[src/sv/wgbf_pkg.sv]
package wgbf_pkg;

    localparam int HALF_FFT_DEF = 128;
    localparam int BIN_W        = 8;
    localparam int SMP_W        = 16;
    localparam int PWR_W        = 32;
    localparam int GAIN_W       = 16;
    localparam int DIV_STEPS    = GAIN_W;

    localparam logic [1:0] REG_ALPHA = 2'd0;
    localparam logic [1:0] REG_FLOOR = 2'd1;
    localparam logic [1:0] REG_BETA  = 2'd2;
    localparam logic [1:0] REG_NUE   = 2'd3;

    localparam logic [15:0] ALPHA_RST = 16'd58982;
    localparam logic [31:0] FLOOR_RST = 32'd0;
    localparam logic [15:0] BETA_RST  = 16'd256;
    localparam logic        NUE_RST   = 1'b1;

    typedef struct packed {
        logic [15:0] alpha;
        logic [31:0] floor;
        logic [15:0] beta;
        logic        nue;
    } cfg_t;

    typedef struct packed {
        logic [BIN_W-1:0]        bin;
        logic signed [SMP_W-1:0] tre;
        logic signed [SMP_W-1:0] tim;
        logic                    pass;
    } meta_t;

endpackage

[src/sv/wgbf_gain.sv]
module wgbf_gain import wgbf_pkg::*; (
    input  logic              aclk,
    input  logic              aresetn,
    input  logic              en,
    input  logic              in_valid,
    input  meta_t             in_meta,
    input  logic [PWR_W-1:0]  in_psds,
    input  logic [PWR_W-1:0]  in_psdn,
    input  logic [15:0]       beta,
    output logic              out_valid,
    output meta_t             out_meta,
    output logic [GAIN_W-1:0] out_gain
);

    localparam int N  = DIV_STEPS;
    localparam int DW = PWR_W + 17;

    logic [47:0]    bn;
    logic [DW-1:0]  den_in;

    logic              v_reg    [0:N];
    meta_t             meta_reg [0:N];
    logic [DW-1:0]     den_reg  [0:N];
    logic [DW-1:0]     rem_reg  [0:N];
    logic [GAIN_W-1:0] q_reg    [0:N];
    logic              zbn_reg  [0:N];
    logic              psz_reg  [0:N];

    logic [DW:0]       sh   [0:N-1];
    logic              ge   [0:N-1];
    logic [DW-1:0]     rem_next [0:N-1];

    assign bn     = 48'(beta) * 48'(in_psdn);
    assign den_in = {9'h0, in_psds, 8'h0} + {1'b0, bn};

    // one quotient bit per stage
    always_comb begin
        for (int i = 0; i < N; i++) begin
            sh[i]       = {rem_reg[i], 1'b0};
            ge[i]       = sh[i] >= {1'b0, den_reg[i]};
            rem_next[i] = ge[i] ? DW'(sh[i] - {1'b0, den_reg[i]}) : DW'(sh[i]);
        end
    end

    always_ff @(posedge aclk) begin
        if (en) begin
            meta_reg[0] <= in_meta;
            den_reg[0]  <= den_in;
            rem_reg[0]  <= {9'h0, in_psds, 8'h0};
            q_reg[0]    <= '0;
            zbn_reg[0]  <= (bn == '0);
            psz_reg[0]  <= (in_psds == '0);
            for (int i = 0; i < N; i++) begin
                meta_reg[i+1] <= meta_reg[i];
                den_reg[i+1]  <= den_reg[i];
                rem_reg[i+1]  <= rem_next[i];
                q_reg[i+1]    <= {q_reg[i][GAIN_W-2:0], ge[i]};
                zbn_reg[i+1]  <= zbn_reg[i];
                psz_reg[i+1]  <= psz_reg[i];
            end
        end
    end

    always_ff @(posedge aclk) begin
        if (!aresetn) begin
            for (int i = 0; i <= N; i++) begin
                v_reg[i] <= 1'b0;
            end
        end else if (en) begin
            v_reg[0] <= in_valid;
            for (int i = 0; i < N; i++) begin
                v_reg[i+1] <= v_reg[i];
            end
        end
    end

    assign out_valid = v_reg[N];
    assign out_meta  = meta_reg[N];
    assign out_gain  = !zbn_reg[N] ? q_reg[N] : (psz_reg[N] ? '0 : '1);

endmodule

[config.mk]
export PLATFORM = sky130hd
export DESIGN_NAME = wgbf_gain
export DESIGN_NICKNAME = d
export VERILOG_FILES = /design/src/sv/wgbf_pkg.sv /design/src/sv/wgbf_gain.sv
export SDC_FILE = /design/constraint.sdc
export NUM_CORES = 2
export LEC_CHECK = 0
export BUFFER_PORTS_ARGS = -buffer_cell sky130_fd_sc_hd__buf_2
export CORE_MARGIN = 3
export CORE_UTILIZATION = 35
export CTS_BUF_LIST = sky130_fd_sc_hd__clkbuf_16
export DETAILED_ROUTE_END_ITERATION = 8
export PLACE_DENSITY = 0.45
export SLEW_MARGIN = 20
export SYNTH_ARGS = -nofsm -noshare
export SYNTH_HDL_FRONTEND = slang
export SYNTH_SLANG_ARGS = --single-unit
[constraint.sdc]
create_clock -name aclk -period 10.4 [get_ports aclk]
set_input_delay 0.52 -clock aclk [delete_from_list [all_inputs] [get_ports aclk]]
set_output_delay 0.52 -clock aclk [all_outputs]
set_load 0.02 [all_outputs]
==> flow_metrics.env <==
export IMPL_grt_max_degree=172
export IMPL_layout_min_cycle_time_ns=9.27
export IMPL_worstSetupPathType="primary input to flip-flop"
export IMPL_core_mm2=0.404
export IMPL_grt_pass1_wl_um=607000
export IMPL_nNetsFinal=14200
export IMPL_fin_skew_ns=0.0651
export IMPL_worst_path_stages=30
export IMPL_synth_top_area_frac=0.513
export IMPL_drt_pass1_iter_count=7
export IMPL_synth_seq_cells=2435
export IMPL_setup_viol=0
export IMPL_cts_root_buf="clkbuf_16"
export IMPL_ys_seq_area_frac=0.513
export IMPL_min_period_over_period=0.891
export IMPL_totalWireLength_um=400000
export IMPL_antenna_found_initial=18
export IMPL_postCtsSetupBuffers=0
export IMPL_start_util=0.353
export IMPL_grt_usage=0.189
export IMPL_synth_area_leader_cell="edfxtp_1"
export IMPL_tightestPinTransition_ns=1.12
export IMPL_slew_headroom=0.253
export IMPL_start_kind="primary input"
export IMPL_wl_per_cell_um=21.8
export IMPL_globalRouteOverflowTotal=0
export IMPL_die_w_um=644
export IMPL_drc=0
export IMPL_clock_latency_ns=0.92
export IMPL_cts_sinks=2435
export IMPL_crit_fanout=26
export IMPL_crit_arrival_ns=9.92
export IMPL_fin_tns_setup_ns=0
export IMPL_first_iter_violations=6183
export IMPL_areaGrowthSynthToFinish_pct=12.0
export IMPL_crit_path_end_kind="flip-flop"
export IMPL_cp_required_ns=11.05
export IMPL_portBuffers=182
export IMPL_layout_common_cells="edfxtp_1 (2435), inv_1 (1497), nand2_1 (985)"
export IMPL_yosys_cell_types_count=109
export IMPL_dr_total_vias=94100
export IMPL_cts_tree="done"
export IMPL_avgSynthCellArea_um2=11.5
export IMPL_status="complete, no violations"
export IMPL_cpPeakStageDelay_ns=0.60
export IMPL_finalNonFillerCells=18300
export IMPL_critPathMostFrequentCell="fa_1"
export IMPL_hold_ws_ns=0.142
export IMPL_grt_pass1_vias=96900
export IMPL_row_count=233
export IMPL_ys_warnings_count=0
export IMPL_htreeDepth=5
export IMPL_hold_viol_final=0
export IMPL_cts_resized=0
export IMPL_final_util=0.395
export IMPL_netlist_area_mm2=0.142
export IMPL_cap_violations=0
export IMPL_min_path_type="primary input to flip-flop"
export IMPL_dp_cells=17700
export IMPL_synth_cells=12400
export IMPL_numCtsBuffers=295
export IMPL_async_flop_share=0
export IMPL_largest_reg_flops=784
export IMPL_hold_buffers=74
export IMPL_ctsLongestPathBuffers=4
export IMPL_final_common_cell="edfxtp_1"
export IMPL_reg2reg_depth=13
export IMPL_path_clk_slew_ns=0.06
export IMPL_slew_viol_final=0
export IMPL_synth_area_leaders="edfxtp_1 (51%), ha_1 (8.1%), fa_1 (6.1%)"
export IMPL_ioPinCount=183
export IMPL_place_congestion=0.890
export IMPL_drive_gt1_frac=0.0863
export IMPL_critPathTopFamily="adder cells"
export IMPL_synth_edf_count=2435
export IMPL_ys_flop_type="edfxtp_1"
export IMPL_routed_via_density=5.13
export IMPL_rsz0062_at_grt="no"
export IMPL_min_path_cells=1
export IMPL_die_area_mm2=0.415
export IMPL_ant_nets=0
export IMPL_place_hpwl_um=314000
export IMPL_fmax_mhz=108
export IMPL_crit_slowest_cell="buf_2"
export IMPL_path_buf_inv=5
export IMPL_die_y_um=644
## per-stage QoR
| step | worst slack (ns) | cell area (µm²) |
|---|---|---|
| floorplan | 1.86 | 142000 |
| global placement | 0.391 | 149000 |
| detailed placement | 0.256 | 149000 |
| CTS | 1.28 | 159000 |
| global route | 0.648 | 159000 |
| finish | 1.13 | 159000 |
## cell type report
type	instances	area, µm²
Fill cell	38700	245000
Sequential cell	2435	73100
Multi-Input combinational cell	8146	62100
Clock buffer	299	7480
Tap cell	5405	6760
Inverter	1456	5470
Timing Repair Buffer	348	2410
Clock inverter	239	2130
Antenna cell	5	12.5
## path summary, 6_finish.rpt
check | end | from | slack (ns)
hold / removal | meta_reg[0][376]$_DFFE_PP_ | en | 0.14
setup reg to reg | rem_reg[0][448]$_DFFE_PP_ | den_reg[0][392]$_DFFE_PP_ | 4.41
hold reg to reg | zbn_reg[0][8]$_DFFE_PP_ | zbn_reg[0][7]$_DFFE_PP_ | 0.37
setup / recovery | den_reg[0][47]$_DFFE_PP_ | beta[3] | 1.13
## routing by layer
| layer | wire [µm] | global-route usage | up-vias |
|---|---|---|---|
| met4 | 13300 | 0.0582 | 14 |
| met2 | 207000 | 0.346 | 1717 |
| met1 | 167000 | 0.232 | 46800 |
| met5 | 96 | 0 | - |
| met3 | 12600 | 0.0204 | 574 |
| li1 | - | - | 45000 |
## cell families after synthesis
group | Yosys count | synth area share
fa+ha+maj | 1353 | 0.142
buf+inv | 1855 | 0.0515
mux | 287 | 0.0226
xor+xnor | 703 | 0.0432
flops | 2435 | 0.513
other cells | 1 | 0.0000263
compound gates | 2965 | 0.132
simple gates | 2834 | 0.0955
## cell usage after synthesis, types with 21 or more instances
cell / count
edfxtp_1: 2435
inv_1: 1453
nand2_1: 986
a21oi_1: 944
ha_1: 920
o21ai_0: 626
nor2_1: 603
a21o_1: 501
xnor2_1: 434
fa_1: 433
xor2_1: 269
clkbuf_1: 268
mux2_2: 266
and2_1: 236
nand3_1: 166
nand4_1: 153
nor3_1: 129
o21bai_1: 129
and3_1: 118
nand2b_1: 117
nor2b_1: 106
o21a_1: 101
a31oi_1: 97
a211oi_1: 92
buf_2: 54
o31ai_1: 52
buf_4: 47
o211ai_1: 44
nor4_1: 42
or3_1: 41
a21oi_2: 34
a211o_1: 31
or2_2: 28
o31a_1: 24
a41oi_1: 23
a221oi_1: 21
Power is left out: the tool's default activity adds up to more than one toggle a clock period on the data nets, which glitch-free logic cannot reach.
